==> config.mk <==
export PLATFORM = sky130hd
export DESIGN_NAME = mpf_out
export DESIGN_NICKNAME = d
export VERILOG_FILES = /design/src/rtl/mpf_pkg.sv /design/src/rtl/mpf_out.sv
export SDC_FILE = /design/constraint.sdc
export NUM_CORES = 1
export LEC_CHECK = 0
export BUFFER_PORTS_ARGS = -buffer_cell sky130_fd_sc_hd__buf_2
export CAP_MARGIN = 20
export CORE_MARGIN = 5
export CORE_UTILIZATION = 42
export CTS_BUF_LIST = sky130_fd_sc_hd__clkbuf_4 sky130_fd_sc_hd__clkbuf_8
export CTS_CLUSTER_DIAMETER = 120
export CTS_CLUSTER_SIZE = 24
export DETAILED_ROUTE_END_ITERATION = 6
export GPL_TIMING_DRIVEN = 0
export PLACE_DENSITY_LB_ADDON = 0.25
export SLEW_MARGIN = 30
export SYNTH_ARGS = -nofsm -noshare
export SYNTH_HDL_FRONTEND = slang
export SYNTH_SLANG_ARGS = --single-unit
==> constraint.sdc <==
create_clock -name clk -period 0.8 [get_ports clk]
set_clock_uncertainty 0.05 [all_clocks]
set_input_delay 0.16 -clock clk [delete_from_list [all_inputs] [get_ports clk]]
set_output_delay 0.16 -clock clk [all_outputs]
set_load 0.03 [all_outputs]
==> src/rtl/mpf_pkg.sv <==
// Shared types and constants of the monochrome page frame store.
// No dependencies; every other file in rtl/ except mpf_store imports this package.
package mpf_pkg;

	// Default geometry
	localparam int PANEL_WIDTH_DEF    = 128;
	localparam int MAX_PAGES_DEF      = 8;
	localparam int BYTES_PER_WORD_DEF = 8;
	localparam int SHORT_PAGES        = 4;

	// Field widths
	localparam int CMD_W     = 2;
	localparam int X_W       = 7;
	localparam int Y_W       = 6;
	localparam int COLOUR_W  = 24;
	localparam int PAGE_W    = 3;
	localparam int KIND_W    = 3;
	localparam int PAYLOAD_W = 64;
	localparam int IN_DATA_W = 40;

	// Colour and controller constants
	localparam logic [COLOUR_W-1:0] COLOUR_MSBS = 24'h808080;
	localparam logic [COLOUR_W-1:0] FULL_COLOUR = 24'hFFFFFF;
	localparam logic [7:0]          PAGE_CMD    = 8'hB0;
	localparam logic [7:0]          COL_HI_CMD  = 8'h10;
	localparam logic [7:0]          COL_LO_CMD  = 8'h00;

	// Order of the command bytes of a flush
	localparam logic [1:0] CB_PAGE   = 2'd0;
	localparam logic [1:0] CB_COL_HI = 2'd1;
	localparam logic [1:0] CB_COL_LO = 2'd2;

	typedef enum logic [CMD_W-1:0] {
		CMD_SET   = 2'd0,
		CMD_READ  = 2'd1,
		CMD_CLEAR = 2'd2,
		CMD_FLUSH = 2'd3
	} cmd_t;

	typedef enum logic [KIND_W-1:0] {
		KIND_READ   = 3'd0,
		KIND_CMD    = 3'd1,
		KIND_DATA   = 3'd2,
		KIND_DONE   = 3'd3,
		KIND_REJECT = 3'd4
	} kind_t;

	typedef enum logic [2:0] {
		ST_INIT,
		ST_IDLE,
		ST_PIX,
		ST_EMIT,
		ST_CLR,
		ST_CMD,
		ST_FRD,
		ST_FDAT
	} state_t;

	// One result beat handed from the sequencer to the output register
	typedef struct packed {
		kind_t                  kind;
		logic [PAYLOAD_W-1:0]   payload;
		logic                   last;
	} res_t;

endpackage

==> src/rtl/mpf_out.sv <==
// Output register of the result stream: holds one beat while the sink stalls.
// Depends on mpf_pkg for the result beat type.
module mpf_out (
	input  logic                       clk,
	input  logic                       arst_n,
	input  logic                       push,
	input  mpf_pkg::res_t              res,
	output logic                       slot_free,
	output logic                       m_tvalid,
	input  logic                       m_tready,
	output logic [mpf_pkg::PAYLOAD_W-1:0] m_tdata,
	output logic [mpf_pkg::KIND_W-1:0] m_tuser,
	output logic                       m_tlast
);
	import mpf_pkg::*;

	logic valid_q;
	res_t res_q;

	assign slot_free = !valid_q || m_tready;

	// Track occupancy
	always_ff @(posedge clk or negedge arst_n) begin
		if (!arst_n) begin
			valid_q <= 1'b0;
		end else if (push) begin
			valid_q <= 1'b1;
		end else if (m_tready) begin
			valid_q <= 1'b0;
		end
	end

	// Load the beat
	always_ff @(posedge clk) begin
		if (push) begin
			res_q <= res;
		end
	end

	assign m_tvalid = valid_q;
	assign m_tdata  = res_q.payload;
	assign m_tuser  = res_q.kind;
	assign m_tlast  = res_q.last;

endmodule

* Word-level counts from Yosys, hierarchy flattened
Index checks and enable logic that the tools add are counted.
Cells by class: muxes and demuxes 2, reduce and logical (&&, ||, !) cells 3
Operator list (number):
- $mux W1 | 2
- $reduce_bool A2 Y1 | 1
- $logic_not A1 Y1 | 1
- $logic_or A1 B1 Y1 | 1
Storage, ports and cells: register bits after elaboration 69, output and inout port bits 70, logic and storage cells 9

* Longest topological paths before layout
depth after elaboration 2, mapped depth 2, mapped depth without buffers 2

* Least setup slack after synthesis
No wires, ideal clock.
kind register -> register, start point register m_tvalid (netlist name), end point register valid_q, in the netlist m_tvalid, arrival 0.731 ns, setup slack -0.102 ns, stages on the path, launching flop included 3, clock period less this slack 0.902 ns, path through dfrtp_1 -> nand2b_4 -> nand2b_2
RTL lines:
- end signal: assignment | RTL line mpf_out.sv:25 | valid_q <= 1'b0;
- end signal: assignment | RTL line mpf_out.sv:27 | valid_q <= 1'b1;
- end signal: assignment | RTL line mpf_out.sv:29 | valid_q <= 1'b0;
- end: declaration | RTL line mpf_out.sv:17 | logic valid_q;

* Worst setup path after layout
start point register valid_q, in the netlist m_tvalid, end point output port slot_free
On the way: longest elaborated chain between the ends 2
RTL lines:
- $logic_not A1 Y1 | RTL line mpf_out.sv:20 | assign slot_free = !valid_q || m_tready;
- $logic_or A1 B1 Y1 | RTL line mpf_out.sv:20
- end: declaration | RTL line mpf_out.sv:8 | output logic slot_free,
No other way between the ends.

==> summary.md <==
| Metric | Value |
|---|---|
| Status | finished with violations |
| Avg Cell Area, Syn | 29.4 µm² |
| Total power | 8.80 mW |
| Initial Util | 43.7% |
| Routability Congestion | 0.745 |
| Detailed Route Iter0 Violations | 115 |
| Post-DP Area | 0.00289 mm² |
| Clk Latency, worst-skew pair | 310 ps |
| H-tree depth | 3 |
| Longest Clk Path Bufs | 2 |
| Routed vias | 1606 |
| Setup crit start | m_tvalid |
| GR Util met3 | 7.17% |
| Worst slew margin | 60.1% |
| CTS tree | yes |
| Die X | 80.5 µm |
| Failing checks | setup timing |
| Minimum clock period | 1140 ps |
| Fmax | 0.878 GHz |
| Final cycle utilization of the critical path | 142% |
| Routed Antenna Nets | 0 |
| Post-Syn Nets | 143 |
| Worst Path Max Fanout | 2 |
| Slew Limit Fails | 0 |
| Hold_ws | 108 ps |
| Post-synthesis sequential element count | 69 |
| Antenna violations before repair | 1 |
| Flop2flop setup slack | -20 ps |
| Average wire per standard cell | 18.3 µm |
| Slew @ Worst Pin | 598 ps |
| Reg2reg path depth | 3 |
| Final setup margin | -339 ps |
| Placeable Area | 0.00479 mm² |
| Total of max-cap violations | 0 |
| Busiest metal layer after global routing | met2 |
| GRT Residual Overflow | 0 |
| Clock-pin slew on the worst setup and hold paths | 60 ps |
| Die ar. | 0.00649 mm² |
| First-pass GRT wire length | 10000 µm |
| Gate count of the mapped netlist | 71 |
| Num Clock Sinks | 69 |
| # IOs | 142 |
| Routed wire length | 6670 µm |
| Crit path to | slot_free |
| Area growth from synthesis to layout | 102% |
| Share of layout cells above drive strength 1 | 53.4% |
| Final setup fails | 79 |
| Root Buffer | clkbuf_8 |
| Final instance area | 0.00421 mm² |
| Drt first pass iters | 4 |
| Met1 Use GR | 22.7% |
| Mapped Area | 0.00209 mm² |
| Met2 Track Usage GR | 40.6% |
| Total track usage | 22.1% |
| Post-Route Utilization | 88.1% |
| Pin count of the biggest net entering global routing | 70 |
| Endpoints failing hold | 0 |
| Reg-to-reg startpoint | m_tvalid |
| Critical path arrival | 930 ps |
| Post-synthesis sequential area ratio | 98.9% |
| Die Y-Extent | 80.5 µm |
| Vias in the first global route | 1853 |
| Hold crit path type | input pin to asynchronous set/reset pin |
| Nets | 365 |
| Critical path type | register to primary output |
| CP endpoint kind | primary output |
| Power Dens Cells | 2090 mW/mm² |
| DR DRC count | 0 |
| VDD IR max | 1.38 mV |
| Worst R2R End | m_tvalid |
| Sum Neg Setup Slack | -19230 ps |
| CP Launch Type | register |
| Static Leak | 1.82 nW |
| Synth cell types | 4 |
| RSZ-0062 raised after global routing | yes |
| # rows | 25 |
| YS warnings | 0 |
| Vias/cell | 4.40 |
| Port buffer count | 141 |
| Required @ worst endpoint | 590 ps |
| TritonCTS Buffers | 9 |
[cells in the final DEF (no fill, tap or decap), drive strengths merged]
cell type and count:
clkbuf 11, dfrtp 1, dlymetal6s4s 4, nand2b 2, edfxtp 68, diode 2, bufinv 1, clkinv 2
buf 142, dlygate4sd3 65
[registers in the layout, indices dropped and copies added (netlist names)]
signal	cells
m_tdata	64
m_tlast	1
m_tuser	3
m_tvalid	1
[stage by stage]
step | instances | worst slack (ps)
finish | 365 | -339
CTS | 363 | -364
global route | 365 | -375
global placement | 279 | -883
detailed placement | 279 | -461
floorplan | 71 | -48.1
[worst min-delay path by stage]
stage,end,depth (start not counted),start
after global placement,m_tvalid,1,arst_n
after CTS,m_tvalid,2,arst_n
after floorplan,m_tvalid,0,arst_n
after detailed placement,m_tvalid,1,arst_n
final,m_tvalid,2,arst_n
after global routing,m_tvalid,2,arst_n
[what timing repair did]
| action | 4_1_cts | 5_1_grt |
|---|---|---|
| resized for setup | 139 | 4 |
| setup endpoints to repair | 139 | 75 |
| endpoints found under the hold margin | 69 | 0 |
| setup buffers | 1 | 0 |
| hold buffers | 69 | 0 |
[synth_stat cells]
| library cell | instances | share of area (%) |
|---|---|---|
| nand2b_2 | 1 | 0.42 |
| dfrtp_1 | 1 | 1.2 |
| edfxtp_1 | 68 | 98 |
| nand2b_4 | 1 | 0.66 |
[critical path: stages, from the launching register on]
cell and delay [ps]:
dfrtp_2 420, nand2b_4 80, buf_6 120
[where the power goes]
group / leakage (nW) / switching, mW / internal (mW) / total [mW]
logic: 1.05 / 0.877 / 0.859 / 1.74
registers: 0.676 / 0.146 / 4.30 / 4.45
clock network: 0.0935 / 1.15 / 1.46 / 2.62
[cells by family after synthesis]
group	after synthesis	share of synthesized area, %
flip-flops	69	98.9
AND/OR/NAND/NOR	2	1.08
[final cells by class]
| class | instances | area, µm² |
|---|---|---|
| clock buffers | 11 | 139 |
| repair buffers | 211 | 1850 |
| flip-flops and latches | 69 | 2070 |
| well taps | 67 | 83.8 |
| clock inverters | 3 | 38.8 |
| fillers | 203 | 572 |
| multi-input cells | 2 | 27.5 |
| diodes | 2 | 5.00 |
[layer usage]
metal,part of all wire [%],wire [µm],vias to the layer above
met1,34,2300,769
met2,55,3640,98
met5,0,0,-
li1,-,-,731
met4,2.0,131,0
met3,9.0,599,8
Note: power is estimated with default switching activity, not from simulation.
