<file path="config.mk">
export PLATFORM = sky130hd
export DESIGN_NAME = mpf_ctrl
export DESIGN_NICKNAME = d
export VERILOG_FILES = /design/src/rtl/mpf_pkg.sv /design/src/rtl/mpf_ctrl.sv
export SDC_FILE = /design/constraint.sdc
export NUM_CORES = 1
export LEC_CHECK = 0
export BUFFER_PORTS_ARGS = -buffer_cell sky130_fd_sc_hd__buf_2
export CAP_MARGIN = 20
export CORE_MARGIN = 2
export CORE_UTILIZATION = 47
export DETAILED_ROUTE_END_ITERATION = 6
export PLACE_DENSITY = 0.8
export SLEW_MARGIN = 15
export SYNTH_ARGS = -nofsm -noshare
export SYNTH_HDL_FRONTEND = slang
export SYNTH_SLANG_ARGS = --single-unit
</file>
<file path="constraint.sdc">
create_clock -name clk -period 3.3 [get_ports clk]
set_clock_uncertainty 0.15 [all_clocks]
set_input_delay 0.825 -clock clk [delete_from_list [all_inputs] [get_ports clk]]
set_output_delay 0.825 -clock clk [all_outputs]
set_load 0.01 [all_outputs]
</file>
<file path="src/rtl/mpf_pkg.sv">
// Shared types and constants of the monochrome page frame store.
// No dependencies; every other file in rtl/ except mpf_store imports this package.
package mpf_pkg;

	// Default geometry
	localparam int PANEL_WIDTH_DEF    = 128;
	localparam int MAX_PAGES_DEF      = 8;
	localparam int BYTES_PER_WORD_DEF = 8;
	localparam int SHORT_PAGES        = 4;

	// Field widths
	localparam int CMD_W     = 2;
	localparam int X_W       = 7;
	localparam int Y_W       = 6;
	localparam int COLOUR_W  = 24;
	localparam int PAGE_W    = 3;
	localparam int KIND_W    = 3;
	localparam int PAYLOAD_W = 64;
	localparam int IN_DATA_W = 40;

	// Colour and controller constants
	localparam logic [COLOUR_W-1:0] COLOUR_MSBS = 24'h808080;
	localparam logic [COLOUR_W-1:0] FULL_COLOUR = 24'hFFFFFF;
	localparam logic [7:0]          PAGE_CMD    = 8'hB0;
	localparam logic [7:0]          COL_HI_CMD  = 8'h10;
	localparam logic [7:0]          COL_LO_CMD  = 8'h00;

	// Order of the command bytes of a flush
	localparam logic [1:0] CB_PAGE   = 2'd0;
	localparam logic [1:0] CB_COL_HI = 2'd1;
	localparam logic [1:0] CB_COL_LO = 2'd2;

	typedef enum logic [CMD_W-1:0] {
		CMD_SET   = 2'd0,
		CMD_READ  = 2'd1,
		CMD_CLEAR = 2'd2,
		CMD_FLUSH = 2'd3
	} cmd_t;

	typedef enum logic [KIND_W-1:0] {
		KIND_READ   = 3'd0,
		KIND_CMD    = 3'd1,
		KIND_DATA   = 3'd2,
		KIND_DONE   = 3'd3,
		KIND_REJECT = 3'd4
	} kind_t;

	typedef enum logic [2:0] {
		ST_INIT,
		ST_IDLE,
		ST_PIX,
		ST_EMIT,
		ST_CLR,
		ST_CMD,
		ST_FRD,
		ST_FDAT
	} state_t;

	// One result beat handed from the sequencer to the output register
	typedef struct packed {
		kind_t                  kind;
		logic [PAYLOAD_W-1:0]   payload;
		logic                   last;
	} res_t;

endpackage

</file>
<file path="src/rtl/mpf_ctrl.sv">
// Command sequencer: decodes commands, does the read-modify-write of store
// rows, walks the store for the reset pass, clear and flush. Depends on mpf_pkg.
module mpf_ctrl #(
	parameter int PANEL_WIDTH    = 128,
	parameter int MAX_PAGES      = 8,
	parameter int BYTES_PER_WORD = 8,
	localparam int WPP   = (PANEL_WIDTH + BYTES_PER_WORD - 1) / BYTES_PER_WORD,
	localparam int DEPTH = MAX_PAGES * WPP,
	localparam int RAW   = (DEPTH > 1) ? $clog2(DEPTH) : 1,
	localparam int DW    = BYTES_PER_WORD * 8
) (
	input  logic                          clk,
	input  logic                          arst_n,
	input  logic                          cfg_we,
	input  logic                          cfg_wdata,
	input  logic                          in_valid,
	output logic                          in_ready,
	input  logic [mpf_pkg::CMD_W-1:0]     cmd,
	input  logic [mpf_pkg::X_W-1:0]       x_pos,
	input  logic [mpf_pkg::Y_W-1:0]       y_pos,
	input  logic [mpf_pkg::COLOUR_W-1:0]  colour,
	input  logic [mpf_pkg::PAGE_W-1:0]    page_index,
	output logic                          mem_re,
	output logic [RAW-1:0]                mem_raddr,
	output logic                          mem_we,
	output logic [RAW-1:0]                mem_waddr,
	output logic [DW-1:0]                 mem_wdata,
	input  logic [DW-1:0]                 mem_rdata,
	input  logic                          slot_free,
	output logic                          push,
	output mpf_pkg::res_t                 res
);
	import mpf_pkg::*;

	localparam int XN   = 2 ** X_W;
	localparam int WAW  = (WPP > 1) ? $clog2(WPP) : 1;
	localparam int LW   = (BYTES_PER_WORD > 1) ? $clog2(BYTES_PER_WORD) : 1;
	localparam int BW   = $clog2(DW);
	localparam int WW   = (WPP > 1) ? $clog2(WPP) : 1;
	localparam int SHORT_N = (MAX_PAGES < SHORT_PAGES) ? MAX_PAGES : SHORT_PAGES;

	state_t state_q, state_d;
	logic   short_q;
	kind_t  kind_q;
	logic [RAW-1:0] row_q;
	logic [BW-1:0]  bitpos_q;
	logic           set_on_q;
	logic           is_set_q;
	logic [PAGE_W-1:0] page_q;
	logic [RAW-1:0] base_q;
	logic [RAW:0]   cnt_q;
	logic [WW:0]    wcnt_q;
	logic [1:0]     ccnt_q;

	logic [WAW-1:0] word_tbl [XN];
	logic [LW-1:0]  lane_tbl [XN];

	cmd_t     cmd_c;
	logic     accept;
	logic [4:0] act_pages;
	logic [RAW:0] clr_end;
	logic     pix_ok, flush_ok;
	logic     dither_off, set_on;
	logic [RAW-1:0] acc_row;
	logic [BW-1:0]  acc_bitpos;
	logic [DW-1:0]  mask;
	logic     wlast;
	logic     cnt_end_init, cnt_end_clr;

	// Column to row word and byte lane, fixed at elaboration
	for (genvar gi = 0; gi < XN; gi++) begin : g_col
		assign word_tbl[gi] = WAW'(gi / BYTES_PER_WORD);
		assign lane_tbl[gi] = LW'(gi % BYTES_PER_WORD);
	end

	// Decode the incoming beat
	assign cmd_c     = cmd_t'(cmd);
	assign in_ready  = (state_q == ST_IDLE);
	assign accept    = in_valid && in_ready;
	assign act_pages = short_q ? 5'(SHORT_N) : 5'(MAX_PAGES);
	assign clr_end   = short_q ? (RAW+1)'(SHORT_N * WPP) : (RAW+1)'(DEPTH);
	assign pix_ok    = ({2'b00, x_pos} < 9'(PANEL_WIDTH))
		&& ({2'b00, y_pos[5:3]} < act_pages);
	assign flush_ok  = ({2'b00, page_index} < act_pages);
	assign acc_row   = RAW'(int'(y_pos[5:3]) * WPP + int'(word_tbl[x_pos]));
	assign acc_bitpos = BW'({lane_tbl[x_pos], y_pos[2:0]});
	assign dither_off = (colour != '0) && ((colour & COLOUR_MSBS) == '0)
		&& (x_pos[0] ^ y_pos[0]);
	assign set_on    = (colour != '0) && !dither_off;

	assign mask  = DW'(1) << bitpos_q;
	assign wlast = (wcnt_q == (WW+1)'(WPP - 1));
	assign cnt_end_init = ((cnt_q + 1'b1) == (RAW+1)'(DEPTH));
	assign cnt_end_clr  = ((cnt_q + 1'b1) == clr_end);

	// Next state
	always_comb begin
		state_d = state_q;
		unique case (state_q)
			ST_INIT: begin
				if (cnt_end_init) state_d = ST_IDLE;
			end
			ST_IDLE: begin
				if (accept) begin
					unique case (cmd_c)
						CMD_SET, CMD_READ: state_d = pix_ok ? ST_PIX : ST_EMIT;
						CMD_CLEAR:         state_d = ST_CLR;
						CMD_FLUSH:         state_d = flush_ok ? ST_CMD : ST_EMIT;
					endcase
				end
			end
			ST_PIX, ST_EMIT: begin
				if (slot_free) state_d = ST_IDLE;
			end
			ST_CLR: begin
				if (cnt_end_clr) state_d = ST_EMIT;
			end
			ST_CMD: begin
				if (slot_free && ccnt_q == CB_COL_LO) state_d = ST_FRD;
			end
			ST_FRD: state_d = ST_FDAT;
			ST_FDAT: begin
				if (slot_free) state_d = wlast ? ST_IDLE : ST_FRD;
			end
			default: state_d = ST_IDLE;
		endcase
	end

	// Memory accesses and result beats
	always_comb begin
		mem_re      = 1'b0;
		mem_raddr   = acc_row;
		mem_we      = 1'b0;
		mem_waddr   = cnt_q[RAW-1:0];
		mem_wdata   = '0;
		push        = 1'b0;
		res.kind    = kind_q;
		res.payload = '0;
		res.last    = 1'b1;
		unique case (state_q)
			ST_INIT, ST_CLR: begin
				mem_we = 1'b1;
			end
			ST_IDLE: begin
				mem_re = in_valid && (cmd_c == CMD_SET || cmd_c == CMD_READ);
			end
			ST_PIX: begin
				push      = slot_free;
				mem_we    = is_set_q && slot_free;
				mem_waddr = row_q;
				mem_wdata = set_on_q ? (mem_rdata | mask) : (mem_rdata & ~mask);
				if (is_set_q) begin
					res.kind = KIND_DONE;
				end else begin
					res.kind = KIND_READ;
					if ((mem_rdata & mask) != '0) res.payload = PAYLOAD_W'(FULL_COLOUR);
				end
			end
			ST_EMIT: begin
				push = slot_free;
			end
			ST_CMD: begin
				push     = slot_free;
				res.kind = KIND_CMD;
				res.last = 1'b0;
				case (ccnt_q)
					CB_PAGE:   res.payload = PAYLOAD_W'(PAGE_CMD | {5'b00000, page_q});
					CB_COL_HI: res.payload = PAYLOAD_W'(COL_HI_CMD);
					default:   res.payload = PAYLOAD_W'(COL_LO_CMD);
				endcase
			end
			ST_FRD: begin
				mem_re    = 1'b1;
				mem_raddr = base_q + RAW'(wcnt_q);
			end
			ST_FDAT: begin
				push        = slot_free;
				res.kind    = KIND_DATA;
				res.payload = PAYLOAD_W'(mem_rdata);
				res.last    = wlast;
			end
			default: ;
		endcase
	end

	// Control registers
	always_ff @(posedge clk or negedge arst_n) begin
		if (!arst_n) begin
			state_q <= ST_INIT;
			short_q <= 1'b0;
			cnt_q   <= '0;
			wcnt_q  <= '0;
			ccnt_q  <= CB_PAGE;
		end else begin
			state_q <= state_d;
			if (cfg_we) short_q <= cfg_wdata;
			// Sweep counter for the reset pass and for clear
			if (state_q == ST_INIT || state_q == ST_CLR) cnt_q <= cnt_q + 1'b1;
			else cnt_q <= '0;
			// Command byte and data word counters of a flush
			if (state_q == ST_CMD) begin
				if (slot_free) ccnt_q <= ccnt_q + 1'b1;
			end else begin
				ccnt_q <= CB_PAGE;
			end
			if (state_q == ST_FDAT) begin
				if (slot_free) wcnt_q <= wcnt_q + 1'b1;
			end else if (state_q == ST_IDLE) begin
				wcnt_q <= '0;
			end
		end
	end

	// Latch the fields of an accepted command
	always_ff @(posedge clk) begin
		if (accept) begin
			row_q    <= acc_row;
			bitpos_q <= acc_bitpos;
			set_on_q <= set_on;
			is_set_q <= (cmd_c == CMD_SET);
			page_q   <= page_index;
			base_q   <= RAW'(int'(page_index) * WPP);
			kind_q   <= (cmd_c == CMD_CLEAR) ? KIND_DONE : KIND_REJECT;
		end
	end

	a_push_free: assert property (@(posedge clk) disable iff (!arst_n)
		push |-> slot_free) else $error("result pushed into a full output register");

	a_we_state: assert property (@(posedge clk) disable iff (!arst_n)
		mem_we |-> (state_q == ST_INIT || state_q == ST_PIX || state_q == ST_CLR))
		else $error("store written outside a write state");

	a_pix_next: assert property (@(posedge clk) disable iff (!arst_n)
		(accept && (cmd_c == CMD_SET || cmd_c == CMD_READ) && pix_ok)
		|=> (state_q == ST_PIX && $past(mem_re)))
		else $error("pixel command without a row read");

	a_wcnt_range: assert property (@(posedge clk) disable iff (!arst_n)
		(state_q == ST_FRD) |-> (wcnt_q < (WW+1)'(WPP)))
		else $error("flush word counter past the page");

endmodule

</file>
; Yosys cells after proc, flatten, opt, wreduce, memory -nomap -nowiden
; Memory sizes are Yosys's and may differ from the RTL's. A register that Yosys moved wholly into a read port is not among the register bits.
; Cells that the tools add are included.
; Widths: inputs -> output; s select.
[word_totals]
ff_bits = 40
mem_bits_ro = 896
output_inout_bits = 150
mem_count = 2
[memory_table]
columns = name, depth, word_bits, read_ports, rd_clocked_by_memory_dff, wr, line
row1 = (no name shown), 128, 4, 1, 0, 0, mpf_ctrl.sv:85  ; assign acc_row = RAW'(int'(y_pos[5:3]) * WPP + int'(word_tbl[x_pos]));
row2 = (no name shown), 128, 3, 1, 1, 0, mpf_ctrl.sv:86  ; assign acc_bitpos = BW'({lane_tbl[x_pos], y_pos[2:0]});
[classes]
add_sub_neg = 5
order_cmp = 3
eq_ne = 22
shift = 1
mux = 37
bitwise_logic = 6
reduce_logical = 23
[op_table]
columns = cell, n
row1 = $pmux 67 s3, 1
row2 = $mux 64, 3
row3 = $and 64x64->64, 2
row4 = $not 64->64, 1
row5 = $or 64x64->64, 1
row6 = $reduce_bool 64->1, 1
row7 = $shl 1x6->64 const A, 1
row8 = $mux 3, 11
row9 = $logic_not 24->1, 1
row10 = $mux 24, 1
row11 = $reduce_bool 24->1, 1
row12 = $pmux 3 s7, 1
row13 = $mux 8, 2
row14 = $pmux 8 s2, 1
row15 = $mux 5, 3
row16 = $mux 7, 2
row17 = $eq 3x3->1 const B, 4
row18 = $mux 4, 3
row19 = $ne 2x2->1 const B, 6
row20 = $pmux 3 s3, 1
row21 = $add 8x1->8 const B, 1
row22 = $eq 8x8->1, 1
row23 = $eq 8x8->1 const B, 1
row24 = $ge 8x8->1 const B, 1
row25 = 26 further kinds, 46

; Depth between registers and ports, before layout
[logic_depth]
ltp_word = 6
ltp_mapped = 10
depth_no_buf = 9

; Worst setup path before layout
; No wires, ideal clock.
[synth_timing]
path_kind = input-to-output
start = input mem_rdata[24]
end = output res[10] (netlist bit)
arrival_ns = 2.379
required_time_ns = 2.325
slack_ns = -0.054
path_stages = 7
n_path_buf = 1
cell_sequence = or3b_2 a211o_1 o2111a_1 o22ai_1 nor4_4 buf_6 a31oi_1
[synth_lines]
columns = item, line
row1 = "start, declared", mpf_ctrl.sv:28  ; input logic [DW-1:0] mem_rdata,
row2 = "end, declared", mpf_ctrl.sv:31  ; output mpf_pkg::res_t res

==> flow_summary.toml <==
[outcome]
status = "finished, violations left"
violations = "DRC, setup timing"

[worst_setup_path]
path_max_fanout = 11
r2r_start = "cnt_q[2]"
r2r_slack_ns = 0.96
worstRegToRegCells = 6
start_kind = "register"
timing.rr.end = "state_q[2]"
required_ns = 2.32
worstSetupPathType = "register to primary output"
cp-end-kind = "primary output"
cp.arrival_ns = 2.75

[route]
drt-initial-drc-count = 1045
remaining_drc_errors = 83
avgViaCountPerCell = 6.31
wl_mm = 23.8
antenna_left = 0
wl_per_cell_um = 19.9
first_pass_iters = 7
vias = 7545

[die]
core-area_mm2 = 0.0107
start_util_pct = 47.6
num_io_pins = 262
core.rowCount = 38
die_area_mm2 = 0.0117
die_h_um = 108
fp.dieW_um = 108

[yosys]
async_reset_ff_share_pct = 48.7
ys_seq_area_share_pct = 21.0
synth_flop_cell = "edfxtp_1"
yosys-top-cells-area = "edfxtp_1, a21oi_1, dfrtp_1, nand2_1, and2_1"
avgSynthCellArea_um2 = 7.12
synth_edf_count = 20
synth.distinct_cells = 64
ys_ff_latch = 39
syn_inst = 718
yosysTopAreaCell = "edfxtp_1"
yosysWarnings = 0
synth_fp_nets = 839
syn_area_mm2 = 0.00511
yosysTopAreaCellShare_pct = 11.7

[timing]
fin_crit_sh_pct = 113
rsz0062_at_grt = "yes"
setup_slack_ns = -0.421
period_minus_slack_ns = 3.72
slew_viol_final = 0
max_freq_mhz = 269
setup_viol = 24
hold_slack_ns = 0.327
hold_violations = 0
slew-limit-headroom_pct = 48.6
tightest_slew_ns = 0.771

[cts]
htreeDepth = 2
clkTransAtPathRegs_ns = 0.08
cts_root_buffer = "clkbuf_8"
cts.sink_count = 39
tritoncts.num_buffers = 5
clockBufferDepth = 2
cts_tree = "built"
clock_latency_ns = 0.29

[pwr]
leakage_nw = 3.78
ir_worst_vdd_uv = 412
finalPower_mw = 3.34
power_density_mw_per_mm2 = 423

[global_routing]
grt_pass1_vias = 6633
grt_overflow = 0
grt_max_degree = 65
antenna_found_initial = 0
track_usage_pct = 37.3
grt_pass1_wl_mm = 34.0

[placement]
dp_hpwl_mm = 16.5
io_buffer_count = 261
gp_congestion = 1.03

[finish]
fillCellCount = 869
nNetsFinal = 1175
syn2layout_area_growth_pct = 54.5
seq_area_mm2 = 0.00108
antenna_cells = 0
drive_above_1_share_pct = 45.6
multi_input_area_mm2 = 0.00399

[job]
cap_viol_max_count = 0

[hold_path]
hold_path_class = "input port to async pin"
power by group:
group / internal (mW) / switching, mW
clock network: 0.149 / 0.160
logic: 1.00 / 1.39
registers: 0.582 / 0.0595
Yosys cell counts, types with 3 or more instances:
master     n
a21oi_1   95
a22oi_1    4
a31oi_1   31
a32oi_1    5
and2_1    42
and3_1     5
buf_1      4
buf_2      9
buf_6     12
clkbuf_1  41
dfrtp_1   19
edfxtp_1  20
ha_1       9
inv_1     10
mux2_2    19
mux2i_1   26
nand2_1   81
nand2b_1  10
nand3_1   47
nand3b_1   9
nand4_1   14
nor2_1    69
nor2b_1    6
nor3_1    10
nor3b_1    4
nor4_1     7
o21ai_0   48
o221ai_1   3
o22ai_1    4
or2_2      3
xnor2_1    3
xor2_1     4
per-stage QoR:
stage	utilization, %	cell area, um^2	setup WS (ns)	instances	TNS, ns
global placement	65.6	7050	-0.565	1155	-13.34
floorplan	-	5110	-0.0536	718	-1.07
global route	73.5	7900	-0.540	1195	-9.29
finish	73.5	7900	-0.421	1195	-7.34
detailed placement	65.6	7050	-0.658	1155	-14.89
CTS	71.0	7630	-0.234	1188	-5.01
kinds of logic after synthesis:
| family | after synthesis | synth area share, % |
|---|---|---|
| multiplexers | 47 | 10.2 |
| buffers and inverters | 78 | 7.86 |
| adder cells (fa/ha/maj) | 9 | 2.20 |
| AND/OR/NAND/NOR | 323 | 32.6 |
| flip-flops | 39 | 21.0 |
| AO/OA/AOI/OAI | 215 | 24.9 |
| XOR/XNOR | 7 | 1.20 |
metal layers:
metal	GRT usage [%]	wire, um	vias to the layer above	share of wire (%)
met2	61.6	10900	632	46
li1	-	-	3312	-
met5	0	0	-	0
met3	8.14	3060	209	13
met4	26.1	1980	0	8.3
met1	42.8	7840	3392	33
registers in the layout (all words and copies together) (netlist names):
signal,count
row_q,7
state_q,3
base_q,3
set_on_q,1
short_q,1
wcnt_q,5
kind_q,2
is_set_q,1
bitpos_q,6
cnt_q,8
ccnt_q,2
how the worst max path moves through the flow:
stage	startpoint	end	slack (ns)	depth (start not counted)
finish	bitpos_q[2]	res[13]	-0.42	10
global route	bitpos_q[5]	res[10]	-0.54	10
CTS	bitpos_q[5]	res[14]	-0.23	13
detailed placement	mem_rdata[50]	res[9]	-0.66	7
global placement	mem_rdata[50]	res[8]	-0.56	7
floorplan	mem_rdata[24]	res[10]	-0.05	7
critical path, cell delays in order (launching register included):
cell	delay (ns)
edfxtp_1	0.45
buf_4	0.19
nand2_1	0.08
buf_4	0.12
buf_4	0.23
nor3_4	0.07
o32a_1	0.30
a311o_2	0.49
a21oi_1	0.22
a31oi_1	0.13
buf_2	0.15
cell usage in the layout, fill, tap and decap left out, types with 10 or more instances in the layout:
cell	instances
nand3_1	46
nand4_1	14
a21oi_1	90
edfxtp_1	20
and2_1	43
nand2_1	80
o21ai_0	46
buf_4	106
nor2_1	64
dfrtp_1	19
buf_2	258
mux2i_1	21
buf_6	17
a31oi_1	27
mux2_2	19
inv_1	10
cell type report:
| cell class | count | share of cell area, % |
|---|---|---|
| Clock buffer | 7 | 0.966 |
| Clock inverter | 1 | 0.0950 |
| Inverter | 10 | 0.475 |
| Multi-Input combinational cell | 605 | 50.5 |
| Sequential cell | 39 | 13.6 |
| Tap cell | 140 | 2.22 |
| Timing Repair Buffer | 393 | 32.2 |
repair_timing:
action                     4_1_cts  5_1_grt
gates resized for setup         41       41
setup endpoints to repair       24       33
pin swaps                       20       16
buffers inserted                18        6
cloned                           7        1
hold buffers                     0        0
No activity file was read; power rests on OpenSTA's default activity.
